### config.mk
export PLATFORM = sky130hd
export DESIGN_NAME = video_pixel_unpack_fifo
export DESIGN_NICKNAME = d
export VERILOG_FILES = /design/src/rtl/core/vpuf_pkg.sv /design/src/rtl/core/video_pixel_unpack_fifo.sv /design/src/rtl/core/vpuf_pixel_extract.sv
export SDC_FILE = /design/constraint.sdc
export NUM_CORES = 1
export LEC_CHECK = 0
export BUFFER_PORTS_ARGS = -buffer_cell sky130_fd_sc_hd__buf_4
export CAP_MARGIN = 20
export CELL_PAD_IN_SITES_DETAIL_PLACEMENT = 1
export CELL_PAD_IN_SITES_GLOBAL_PLACEMENT = 1
export CORE_UTILIZATION = 53
export CTS_CLUSTER_SIZE = 10
export DETAILED_ROUTE_END_ITERATION = 8
export PLACE_DENSITY_LB_ADDON = 0.1
export SLEW_MARGIN = 15
export SYNTH_ARGS = -nofsm -noshare
export SYNTH_HDL_FRONTEND = slang
export SYNTH_SLANG_ARGS = --single-unit
### constraint.sdc
create_clock -name clock -period 4.1 [get_ports clock]
set_input_delay 0.205 -clock clock [delete_from_list [all_inputs] [get_ports clock]]
set_output_delay 0.205 -clock clock [all_outputs]
set_load 0.005 [all_outputs]
### src/rtl/core/vpuf_pkg.sv
// ----------------------------------------------------------------------------
// vpuf_pkg
// Shared types and constants for the video pixel unpack FIFO.
// ----------------------------------------------------------------------------
package vpuf_pkg;

   // Buffer geometry: eight 32-bit words, an 8-bit bit pointer over all of them.
   localparam int FifoDepth    = 8;
   localparam int WordWidth    = 32;
   localparam int WordPosWidth = $clog2(FifoDepth);
   localparam int BitPosWidth  = $clog2(FifoDepth * WordWidth);
   localparam int BitOffWidth  = $clog2(WordWidth);
   localparam int PixelWidth   = 8;

   // Field and register widths.
   localparam int CommandWidth = 2;
   localparam int RequestWidth = 2;
   localparam int BppWidth     = 2;
   localparam int CsrIdxWidth  = 2;
   localparam int CsrDataWidth = 2;

   // Bit offsets within a word that raise a DMA request.
   localparam logic [BitOffWidth-1:0] DmaOffsetLate = 5'd28;
   localparam logic [BitOffWidth-1:0] DmaOffset8bpp = 5'd24;

   // Input commands.
   typedef enum logic [CommandWidth-1:0] {
      CMD_WRITE = 2'd0,
      CMD_READ  = 2'd1,
      CMD_CLEAR = 2'd2,
      CMD_NONE  = 2'd3
   } command_type;

   // Pixel size codes (log2 of bits per pixel).
   typedef enum logic [BppWidth-1:0] {
      BPP_1 = 2'd0,
      BPP_2 = 2'd1,
      BPP_4 = 2'd2,
      BPP_8 = 2'd3
   } bpp_type;

   // Configuration register indexes.
   localparam logic [CsrIdxWidth-1:0] CsrBppCode     = 2'd0;
   localparam logic [CsrIdxWidth-1:0] CsrDmaReqWord  = 2'd1;

   // DMA request counts.
   localparam logic [RequestWidth-1:0] ReqNone  = 2'd0;
   localparam logic [RequestWidth-1:0] ReqOne   = 2'd1;
   localparam logic [RequestWidth-1:0] ReqTwo   = 2'd2;

   // Result of one pixel extraction.
   typedef struct packed {
      logic [PixelWidth-1:0] pixel;
      logic                  request;
   } extract_type;

endpackage

### src/rtl/core/video_pixel_unpack_fifo.sv
// ----------------------------------------------------------------------------
// video_pixel_unpack_fifo
// Eight-word video buffer that is filled a word at a time and read out one
// 1, 2, 4 or 8 bit pixel at a time, with DMA request generation.
// ----------------------------------------------------------------------------
// Usage:
//   The req channel carries a command and a data word. Each transfer produces
//   exactly one transfer on the rsp channel with the pixel (zero unless the
//   command is a read) and the number of DMA request pulses (0, 1 or 2).
//   An accepted item is held in the input register and is then processed
//   into the output register, which drives rsp_valid. One item per cycle is
//   sustained while rsp_stall is low; the limit is the single read port on
//   the word buffer plus the bit pointer update.
//   The input register lets one item be accepted while a result waits on a
//   stalled receiver; req_stall rises only when both registers are full.
//   Reset clears the stored words, both pointers, the pixel size (1 bpp) and
//   sets the DMA request slot to 3. The csr port must be written only while
//   idle, not enforced here; a pixel size write also clears both pointers.
// ----------------------------------------------------------------------------
module video_pixel_unpack_fifo (
   input  logic                                clock,
   input  logic                                reset,
   // Command channel.
   input  logic                                req_valid,
   output logic                                req_stall,
   input  logic [vpuf_pkg::CommandWidth-1:0]   req_command,
   input  logic [vpuf_pkg::WordWidth-1:0]      req_data_word,
   // Result channel.
   output logic                                rsp_valid,
   input  logic                                rsp_stall,
   output logic [vpuf_pkg::PixelWidth-1:0]     rsp_pixel,
   output logic [vpuf_pkg::RequestWidth-1:0]   rsp_dma_requests,
   // Configuration write port.
   input  logic                                csr_write_enable,
   input  logic [vpuf_pkg::CsrIdxWidth-1:0]    csr_index,
   input  logic [vpuf_pkg::CsrDataWidth-1:0]   csr_write_data
);

   // Input register.
   logic                                 s1_valid_ff, s1_valid_in;
   vpuf_pkg::command_type                s1_command_ff;
   logic [vpuf_pkg::WordWidth-1:0]       s1_data_ff;

   // Output register.
   logic                                 rsp_valid_ff, rsp_valid_in;
   logic [vpuf_pkg::PixelWidth-1:0]      rsp_pixel_ff, rsp_pixel_in;
   logic [vpuf_pkg::RequestWidth-1:0]    rsp_dma_ff, rsp_dma_in;

   // Buffer state and configuration.
   logic [vpuf_pkg::WordWidth-1:0]       fifo_ff [vpuf_pkg::FifoDepth];
   logic [vpuf_pkg::BitPosWidth-1:0]     read_pos_ff, read_pos_in;
   logic [vpuf_pkg::WordPosWidth-1:0]    write_pos_ff, write_pos_in;
   vpuf_pkg::bpp_type                    bpp_ff;
   logic [1:0]                           dma_word_ff;

   logic                                 req_accept;
   logic                                 s1_move;
   logic                                 bpp_write;
   logic [vpuf_pkg::BitPosWidth-1:0]     pixel_step;
   vpuf_pkg::extract_type                extract;

   // Handshake: the input register moves when the output register is free.
   assign s1_move    = s1_valid_ff && (!rsp_valid_ff || !rsp_stall);
   assign req_stall  = s1_valid_ff && !s1_move;
   assign req_accept = req_valid && !req_stall;
   assign bpp_write  = csr_write_enable && (csr_index == vpuf_pkg::CsrBppCode);

   assign s1_valid_in  = req_accept || (s1_valid_ff && !s1_move);
   assign rsp_valid_in = s1_move || (rsp_valid_ff && rsp_stall);

   // Pixel extraction from the word under the read pointer.
   vpuf_pixel_extract u_extract (
      .word     (fifo_ff[read_pos_ff[vpuf_pkg::BitPosWidth-1:vpuf_pkg::BitOffWidth]]),
      .read_pos (read_pos_ff),
      .bpp      (bpp_ff),
      .dma_word (dma_word_ff),
      .result   (extract)
   );

   // Bits consumed by one read.
   assign pixel_step = vpuf_pkg::BitPosWidth'(1) << bpp_ff;

   // Command decode: result fields and pointer updates.
   always_comb begin
      rsp_pixel_in = '0;
      rsp_dma_in   = vpuf_pkg::ReqNone;
      read_pos_in  = read_pos_ff;
      write_pos_in = write_pos_ff;
      case (s1_command_ff)
         vpuf_pkg::CMD_WRITE: begin
            write_pos_in = write_pos_ff + 1'b1;
         end
         vpuf_pkg::CMD_READ: begin
            rsp_pixel_in = extract.pixel;
            rsp_dma_in   = extract.request ? vpuf_pkg::ReqOne : vpuf_pkg::ReqNone;
            read_pos_in  = read_pos_ff + pixel_step;
         end
         vpuf_pkg::CMD_CLEAR: begin
            rsp_dma_in   = vpuf_pkg::ReqTwo;
            read_pos_in  = '0;
            write_pos_in = '0;
         end
         default: begin
            rsp_dma_in   = vpuf_pkg::ReqNone;
         end
      endcase
   end

   // Control state, pointers and configuration.
   always_ff @(posedge clock) begin
      if (reset) begin
         s1_valid_ff  <= 1'b0;
         rsp_valid_ff <= 1'b0;
         read_pos_ff  <= '0;
         write_pos_ff <= '0;
         bpp_ff       <= vpuf_pkg::BPP_1;
         dma_word_ff  <= 2'd3;
      end else begin
         s1_valid_ff  <= s1_valid_in;
         rsp_valid_ff <= rsp_valid_in;
         if (bpp_write) begin
            read_pos_ff  <= '0;
            write_pos_ff <= '0;
            bpp_ff       <= vpuf_pkg::bpp_type'(csr_write_data);
         end else if (s1_move) begin
            read_pos_ff  <= read_pos_in;
            write_pos_ff <= write_pos_in;
         end
         if (csr_write_enable && (csr_index == vpuf_pkg::CsrDmaReqWord)) begin
            dma_word_ff <= csr_write_data;
         end
      end
   end

   // Word buffer: cleared by reset, written on a write command.
   always_ff @(posedge clock) begin
      if (reset) begin
         for (int i = 0; i < vpuf_pkg::FifoDepth; i++) begin
            fifo_ff[i] <= '0;
         end
      end else if (s1_move && (s1_command_ff == vpuf_pkg::CMD_WRITE)) begin
         fifo_ff[write_pos_ff] <= s1_data_ff;
      end
   end

   // Payload registers.
   always_ff @(posedge clock) begin
      if (req_accept) begin
         s1_command_ff <= vpuf_pkg::command_type'(req_command);
         s1_data_ff    <= req_data_word;
      end
      if (s1_move) begin
         rsp_pixel_ff <= rsp_pixel_in;
         rsp_dma_ff   <= rsp_dma_in;
      end
   end

   assign rsp_valid        = rsp_valid_ff;
   assign rsp_pixel        = rsp_pixel_ff;
   assign rsp_dma_requests = rsp_dma_ff;

endmodule

### src/rtl/core/vpuf_pixel_extract.sv
// ----------------------------------------------------------------------------
// vpuf_pixel_extract
// Picks the next pixel out of the addressed word and flags a DMA request.
// ----------------------------------------------------------------------------
module vpuf_pixel_extract (
   input  logic [vpuf_pkg::WordWidth-1:0]   word,
   input  logic [vpuf_pkg::BitPosWidth-1:0] read_pos,
   input  vpuf_pkg::bpp_type                bpp,
   input  logic [1:0]                       dma_word,
   output vpuf_pkg::extract_type            result
);

   logic [vpuf_pkg::BitOffWidth-1:0] bit_off;
   logic [vpuf_pkg::WordWidth-1:0]   shifted;
   logic [vpuf_pkg::PixelWidth-1:0]  mask;
   logic                             offset_hit;

   assign bit_off = read_pos[vpuf_pkg::BitOffWidth-1:0];
   assign shifted = word >> bit_off;

   // Pixel mask from the pixel size.
   always_comb begin
      case (bpp)
         vpuf_pkg::BPP_1: mask = 8'h01;
         vpuf_pkg::BPP_2: mask = 8'h03;
         vpuf_pkg::BPP_4: mask = 8'h0F;
         vpuf_pkg::BPP_8: mask = 8'hFF;
         default:         mask = 8'h00;
      endcase
   end

   // A request fires on the late part of the selected word slot.
   assign offset_hit = (bit_off == vpuf_pkg::DmaOffsetLate) ||
                       ((bpp == vpuf_pkg::BPP_8) && (bit_off == vpuf_pkg::DmaOffset8bpp));

   assign result.pixel   = shifted[vpuf_pkg::PixelWidth-1:0] & mask;
   assign result.request = offset_hit &&
                           (read_pos[vpuf_pkg::BitOffWidth+1:vpuf_pkg::BitOffWidth] == dma_word);

endmodule

==> run summary, run 1 <==
most frequent cell after synthesis - edfxtp_1
DP HPWL - 25390 um
Final period util - 0.8027
dominant synthesized flop cell - edfxtp_1
die height - 171.3 um
Clk pin slew, worst setup/hold paths - 0.06 ns
htree depth - 2
Num CTS Buffers - 38
Post-CTS Setup Repair Bufs - 0
top cells by count, synth - edfxtp_1, and2_1, nor2_1
number of synthesized register bits - 320
initial drt markers - 862
top area cells in the synthesized netlist - edfxtp_1, and2_1, mux4_2, mux4_1, mux2i_1
Critical Path Fanout Max - 27
Post-synth ARST share - 0
IO Count - 55
first-pass GRT wire length - 62780 um
mapped cell area - 0.01519 mm2
CTS Root Cell - clkbuf_16
syn_nets - 1103
GR Overflow Total - 0
final hold violation count - 0
largest net degree at the start of global routing - 34
Max Fclk - 303.9 MHz
area delta synth->final - 14.89%
Yosys warning count - 0
max-slew violations - 0
gr usage total - 0.2998
Seq/Total Area, Yosys - 0.6195
die area - 0.02934 mm2
drt pass-1 iters - 5
top-area cell type share of the netlist area - 0.5932
post-synthesis cell count - 1051
Layout Cells excl Fill - 1544
Post-synth EDFFs - 300
syn_area_per_cell - 14.45 um2
core area - 0.02801 mm2
Power Density - 404.8 mW/mm2
Startpoint Class - register
initial antenna violation count - 0
WL final - 42540 um
# nets final - 1209
Peak VDD IR - 347.4 uV
DR vias/cell - 6.152
Vias - 9499
Lkg Pwr - 6.458 nW
Placed Cells - 1454
critical path arrival - 3.53 ns
max cap viols - 0
vias in the first global route - 9907
run status - complete, no violations
RePlAce Congestion - 0.9368
worst slew pin tran - 0.9375 ns
final setup TNS - 0 ns
final setup vio count - 0
share of cells above drive strength 1 - 0.1785
routed length per instance - 27.55 um
critical path class - reg -> reg
CTS tree - yes
clock skew - 0.01246 ns
RSZ-0062 raised after global routing - false
Post-CTS Resized - 0
Clock Path Buffers - 3
Die X - 171.3 um
count of cell types in the netlist - 65
port buffer count - 54
Routed Antenna Nets - 0
clock sink total - 320
area leader, netlist - edfxtp_1
initial core utilization - 0.5422
FP Rows - 61
CP endpoint kind - register
Final Critical Period - 3.291 ns
CP required - 4.34 ns
class of the worst hold path - in -> reg
# DRC - 0
max_slew headroom - 0.3750
Clk Latency, worst-skew pair - 0.52 ns
## power by group
group | internal (mW) | switching [mW] | total [mW]
clock | 1.70 | 1.25 | 2.95
combinational | 0.150 | 0.211 | 0.361
sequential | 3.69 | 0.0656 | 3.75
## placed cells by master (no fill, tap or decap), types with 14 or more instances in the layout
cell and n:
mux4_2 30, mux2_2 24, dlygate4sd3_1 41, clkbuf_16 39
buf_4 82, nand2_1 37, a22oi_1 14, mux2i_1 47
and2_1 259, dfxtp_1 17, mux4_1 25, edfxtp_1 300
o21ai_0 18, nor2_1 49, a21oi_1 16
## cells by family after synthesis
kind of cell / Yosys count / share of synthesized area
fa+ha+maj: 9 / 0.007909
xor+xnor: 7 / 0.004037
compound gates: 112 / 0.05256
simple gates: 405 / 0.1510
flops: 320 / 0.6195
buf+inv: 72 / 0.02842
mux: 126 / 0.1365
## metrics by stage
step,power (mW),instance area [um2],hold WS [ns],util,worst slack (ns)
floorplan,3.960,15190,0.3039,-,1.461
global placement,4.127,16000,0.3830,0.5714,0.8015
detailed placement,4.142,16000,0.3843,0.5714,0.8481
CTS,7.101,17450,0.04954,0.6228,0.8358
global route,7.231,17450,0.1103,0.6228,0.6851
finish,7.062,17450,0.06227,0.6229,0.8091
## routing by layer
layer  track usage  vias up  routed length, um
met3       0.03659       80               2683
met5             0        -                  0
met4       0.09084        0               1086
met2        0.5131      385              21240
li1              -     4143                  -
met1        0.4016     4891              17530
## sequential cells by signal, indices dropped and copies added, names as in the netlist, 2 cells and up, named ones only
| signal | flops |
|---|---|
| bpp_ff | 2 |
| s1_data_ff | 32 |
| s1_command_ff | 2 |
| read_pos_ff | 8 |
| fifo_ff | 256 |
| rsp_dma_requests | 2 |
| write_pos_ff | 3 |
| rsp_pixel | 8 |
| dma_word_ff | 2 |
## final timing paths
check,cells past startpoint,endpoint,slack [ns],start
min reg2reg,2,dma_word_ff[1],0.52,dma_word_ff[1]
min,4,bpp_ff[0],0.06,csr_index[1]
max,9,rsp_pixel[3],0.81,register
max reg2reg,9,rsp_pixel[3],0.81,register
## area by class of cell
class | instances | area (um2)
timing repair buffer | 127 | 1106
tap | 378 | 473.0
sequential | 320 | 9415
clock buffer | 43 | 991.0
antenna | 1 | 2.502
fill | 2623 | 10560
multi-input combinational | 659 | 5379
clock inverter | 5 | 40.04
inverter | 11 | 41.29
## repair_timing
action / CTS / global route
hold buffers: 41 / 0
endpoints found under the hold margin: 40 / 0
endpoints found under the setup margin: 0 / 0
## worst max-delay path, stage by stage, from the launching register on
cell	delay [ns]
dfxtp_4	0.61
buf_12	0.28
buf_4	0.26
mux4_1	0.56
mux2_2	0.31
nor2_1	0.17
a2111oi_0	0.08
a211oi_1	0.38
mux2_2	0.24
a211oi_1	0.06
Note: power is estimated with default switching activity, not from simulation.
==> run 2, diff against run 1 <==
- CORE_UTILIZATION: 53 -> 47
- clock period: 4.1 -> 2.9 ns (I/O delays scaled with it)
==> run 2 against run 1 <==
- sequential share of layout area fell by 1.6 points
- fmax rose by 18%
- cell count rose by 5.0%
==> run summary, run 2 (same netlist as run 1, synthesis figures left out) <==
Clock Path Buffers - 3
# DRC - 0
vias in the first global route - 10218
initial core utilization - 0.4800
largest net degree at the start of global routing - 35
final hold violation count - 0
fin area - 0.01799 mm2
run status - complete, no violations
initial drt markers - 658
worst slack, placed - -0.05647 ns
WL final - 43550 um
drt pass-1 iters - 5
routed length per instance - 26.86 um
IO Count - 55
Clk pin slew, worst setup/hold paths - 0.06 ns
# nets final - 1256
Hold EP - bpp_ff[0]
Layout Cells excl Fill - 1621
final setup vio count - 0
Ant. Diodes - 0
class of the worst hold path - in -> reg
first-pass GRT wire length - 65180 um
htree depth - 2
fin worst setup slack - 0.09982 ns
max-slew violations - 0
worst hold path depth - 4
Peak VDD IR - 484.2 uV
final setup TNS - 0 ns
Power Density - 557.8 mW/mm2
critical path arrival - 3.06 ns
area delta synth->final - 18.45%
reg2reg setup slack - 0.1 ns
DP HPWL - 26520 um
share of cells above drive strength 1 - 0.2116
final core area utilization - 0.5686
internal power - 7.865 mW
worst slew pin tran - 0.6785 ns
Sw Share - 0.2163
core area - 0.03164 mm2
max reg flops - 256
Startpoint Class - register
Routed Antenna Nets - 0
CTS Root Cell - clkbuf_16
initial antenna violation count - 0
RR Endpoint - rsp_pixel[0]
most common cell after layout, fill and taps aside - edfxtp_1
port buffer count - 54
max cap viols - 0
Die X - 181.8 um
FP Rows - 65
die area - 0.03303 mm2
CTS tree - yes
Tot Pwr - 10.04 mW
CP endpoint kind - register
Critical Path Fanout Max - 7
Clk pwr share - 0.418
R2R depth - 8
Vias - 9531
Placed Cells - 1517
sequential power share - 0.529
DR vias/cell - 5.880
Num CTS Buffers - 38
most frequent cells in the layout - edfxtp_1, and2_1, buf_4, nor2_1, mux2i_1
Largest Register - fifo_ff
clock sink total - 320
RePlAce Congestion - 0.9382
worst hold start - csr_index[1]
Lkg Pwr - 6.731 nW
Max Fclk - 357.1 MHz
Placed Instance Area - 0.01643 mm2
sw power - 2.170 mW
gr usage total - 0.2697
CP required - 3.16 ns
critical path class - reg -> reg
clock skew - 0.01394 ns
Largest regs - fifo_ff: 256 flops, s1_data_ff: 32 flops
max_slew headroom - 0.5470
logic gate share of total power - 0.054
Final period util - 0.9656
GR Overflow Total - 0
Clk Latency, worst-skew pair - 0.52 ns
RSZ-0062 raised after global routing - false
die height - 181.8 um
WHS - 0.02894 ns
Final Critical Period - 2.800 ns
run 2: final cells by class:
cell class / count / area [um2]
clock buffers: 50 / 1006
well taps: 402 / 503.0
multi-input cells: 659 / 5393
fillers: 3008 / 13650
inverters: 11 / 41.29
flip-flops and latches: 320 / 9415
clock inverters: 5 / 51.30
repair buffers: 174 / 1580
run 2: layer usage:
layer	vias up	track usage	wire, um
met5	-	0	0
met4	0	0.07254	972
met3	64	0.02868	1776
met2	254	0.4637	21650
met1	4965	0.3655	19150
li1	4248	-	-
run 2: worst max-delay path by stage:
stage	start	endpoint	slack (ns)
2_1_floorplan	register	rsp_pixel[5]	0.26
3_3_place_gp	register	rsp_pixel[2]	-0.03
3_5_place_dp	register	rsp_pixel[6]	-0.06
4_1_cts	register	rsp_pixel[5]	0.04
5_1_grt	register	rsp_pixel[6]	0.02
6_report	register	rsp_pixel[0]	0.1
run 2: worst max-delay path, cell delays in order (launching register included):
cell and delay [ns]:
dfxtp_4 0.42, buf_4 0.16, mux4_1 0.54, mux2_2 0.32
mux4_2 0.53, nor3_2 0.18, a41o_1 0.12, a221oi_1 0.05
and4_1 0.23
run 2: power groups by stage:
stage | Clock, mW | Sequential (mW) | Combinational, mW
floorplan | 0 | 5.35 | 0.248
global placement | 0 | 5.39 | 0.481
detailed placement | 0 | 5.40 | 0.487
CTS | 4.27 | 5.30 | 0.534
global route | 4.43 | 5.32 | 0.569
finish | 4.19 | 5.30 | 0.537
run 2: timing repair:
item	in CTS	in global routing
pin swaps	0	0
endpoints found under the setup margin	5	5
endpoints found under the hold margin	40	0
hold buffers	43	0
resized for setup	1	7
buffers inserted	5	1
==> run 3, diff against run 2 <==
- CORE_UTILIZATION: 47 -> 48
- SYNTH_HIERARCHICAL: default -> 1
- clock period: 2.9 -> 2.3 ns (I/O delays scaled with it)
==> run 3 against run 2 <==
- the flow now finishes with violations (setup timing)
- count of clock-buffer cells in the layout shrank 3
- critical path type unchanged
- via count shrank 4.1%
- register-to-register slack lost 0.96 ns
- critical path depth is the same
- non-clock buffer count grew 34
- fmax shrank 11%
- combinational power grew 45%
- sequential power grew 26%
- sequential share of layout area shrank 2.6 points
- worst hold slack gained 0.23 ns
==> run summary, run 3 <==
run status - finished, violations left
failing checks - setup timing
DP HPWL - 25040 um
# nets final - 1207
Final period util - 1.375
CP required - 2.58 ns
CP endpoint kind - register
htree depth - 2
GR Overflow Total - 0
Startpoint Class - register
clock skew - 0.01485 ns
number of synthesized register bits - 320
post-synthesis cell count - 962
max_slew headroom - 0.6535
largest net degree at the start of global routing - 35
share of cells above drive strength 1 - 0.3502
most frequent cells in the layout - edfxtp_1, and2_1, buf_4, mux4_2, dlygate4sd3_1
Clk pin slew, worst setup/hold paths - 0.06 ns
CTS Root Cell - clkbuf_16
die height - 180.5 um
mapped cell area - 0.01530 mm2
critical path arrival - 3.45 ns
Largest Register - fifo_ff
die area - 0.03259 mm2
routed length per instance - 26.73 um
final hold violation count - 0
gr usage total - 0.2639
initial core utilization - 0.4861
max cap viols - 0
Routed Antenna Nets - 0
core area - 0.03147 mm2
top cells by count, synth - edfxtp_1, and2_1, mux4_2
Seq/Total Area, Yosys - 0.6149
max reg flops - 256
Lkg Pwr - 7.020 nW
Yosys warning count - 6
Largest regs - fifo_ff: 256 flops, s1_data_ff: 32 flops
critical path class - reg -> reg
# DRC - 0
final setup vio count - 8
WHS - 0.2632 ns
Post-synth ARST share - 0
RSZ-0062 raised after global routing - true
worst slew pin tran - 0.5187 ns
area delta synth->final - 23.76%
Critical Path Fanout Max - 8
Max Fclk - 316.2 MHz
first-pass GRT wire length - 63090 um
port buffer count - 54
Clock Path Buffers - 3
most frequent cell after synthesis - edfxtp_1
FP Rows - 65
Vias - 9137
count of cell types in the netlist - 57
final setup TNS - -6.230 ns
drt pass-1 iters - 4
syn_nets - 1014
initial antenna violation count - 1
Num CTS Buffers - 39
WL final - 41960 um
top area cells in the synthesized netlist - edfxtp_1, mux4_2, and2_1, mux2_2, dfxtp_1
Post-synth EDFFs - 300
class of the worst hold path - in -> reg
Peak VDD IR - 613.8 uV
RePlAce Congestion - 0.8425
syn_area_per_cell - 15.91 um2
max-slew violations - 0
Ant. Diodes - 0
area leader, netlist - edfxtp_1
vias in the first global route - 9967
top-area cell type share of the netlist area - 0.5888
Tot Pwr - 12.91 mW
Clk Latency, worst-skew pair - 0.54 ns
CTS tree - yes
filler instances - 2837
most common cell after layout, fill and taps aside - edfxtp_1
clock sink total - 320
IO Count - 55
Die X - 180.5 um
DR vias/cell - 5.820
dominant synthesized flop cell - edfxtp_1
fin worst setup slack - -0.8624 ns
Final Critical Period - 3.162 ns
initial drt markers - 670
Power Density - 681.5 mW/mm2
## run 3: kinds of logic after synthesis
kind of cell / synth area share
AOI/OAI and AO/OA: 0.02003
xor gates and xnor gates: 0.001718
adders and majority gates: 0.007851
buffers and inverters: 0.02052
DFF: 0.6149
muxes: 0.1868
and+or+nand+nor: 0.1482
## run 3: area by class of cell
type | instances | area (um2) | share of cell area
flip-flops and latches | 320 | 9417 | 0.4973
multi-input cells | 577 | 5717 | 0.3019
repair buffers | 208 | 2173 | 0.1148
clock buffers | 47 | 1016 | 0.05365
well taps | 402 | 503.0 | 0.02656
clock inverters | 7 | 76.32 | 0.004031
inverters | 9 | 33.78 | 0.001784
## run 3: worst max-delay path: stages (launching register included)
cell,delay [ns]
dfxtp_4,0.44
buf_6,0.13
clkbuf_16,0.16
mux4_2,0.51
mux2_4,0.29
mux4_2,0.48
mux2_4,0.29
mux4_2,0.46
and2_4,0.15
## run 3: stage by stage
stage / area, um2 / worst slack (ns) / utilization / instances
CTS: 18570 / -0.8178 / 0.5901 / 1542
global placement: 16990 / -0.7861 / 0.5398 / 1440
global route: 18940 / -0.9043 / 0.6016 / 1570
floorplan: 15470 / -0.6545 / - / 962
finish: 18940 / -0.8624 / 0.6016 / 1570
detailed placement: 16990 / -0.8106 / 0.5398 / 1440
## run 3: repair_timing
item | 4_1_cts | 5_1_grt
resized for setup | 3 | 21
setup buffers | 0 | 22
hold buffers | 48 | 0
endpoints found under the hold margin | 40 | 0
setup endpoints to repair | 8 | 34
gates cloned | 0 | 6
pin swaps | 0 | 8
## run 3: report_power, final
part	switching [mW]	internal (mW)	leakage [nW]
logic	0.380	0.397	3.25
clock network	2.33	3.11	0.530
registers	0.116	6.57	3.24
total	2.83	10.1	7.02
## run 3: worst paths after layout
kind	endpoint	from	cells after the start	slack, ns
worst max register to register	rsp_pixel[0]	register	8	-0.86
worst max-delay path	rsp_pixel[0]	register	8	-0.86
worst min-delay path	write_pos_ff[1]	csr_index[0]	4	0.26
worst min register to register	register	read_pos_ff[7]	2	0.47
## run 3: routing by layer
layer | wire (um) | vias up | GRT usage
li1 | - | 4012 | -
met1 | 18410 | 4875 | 0.3581
met2 | 21050 | 188 | 0.4509
met3 | 1704 | 62 | 0.03618
met4 | 795 | 0 | 0.06496
met5 | 0 | - | 0
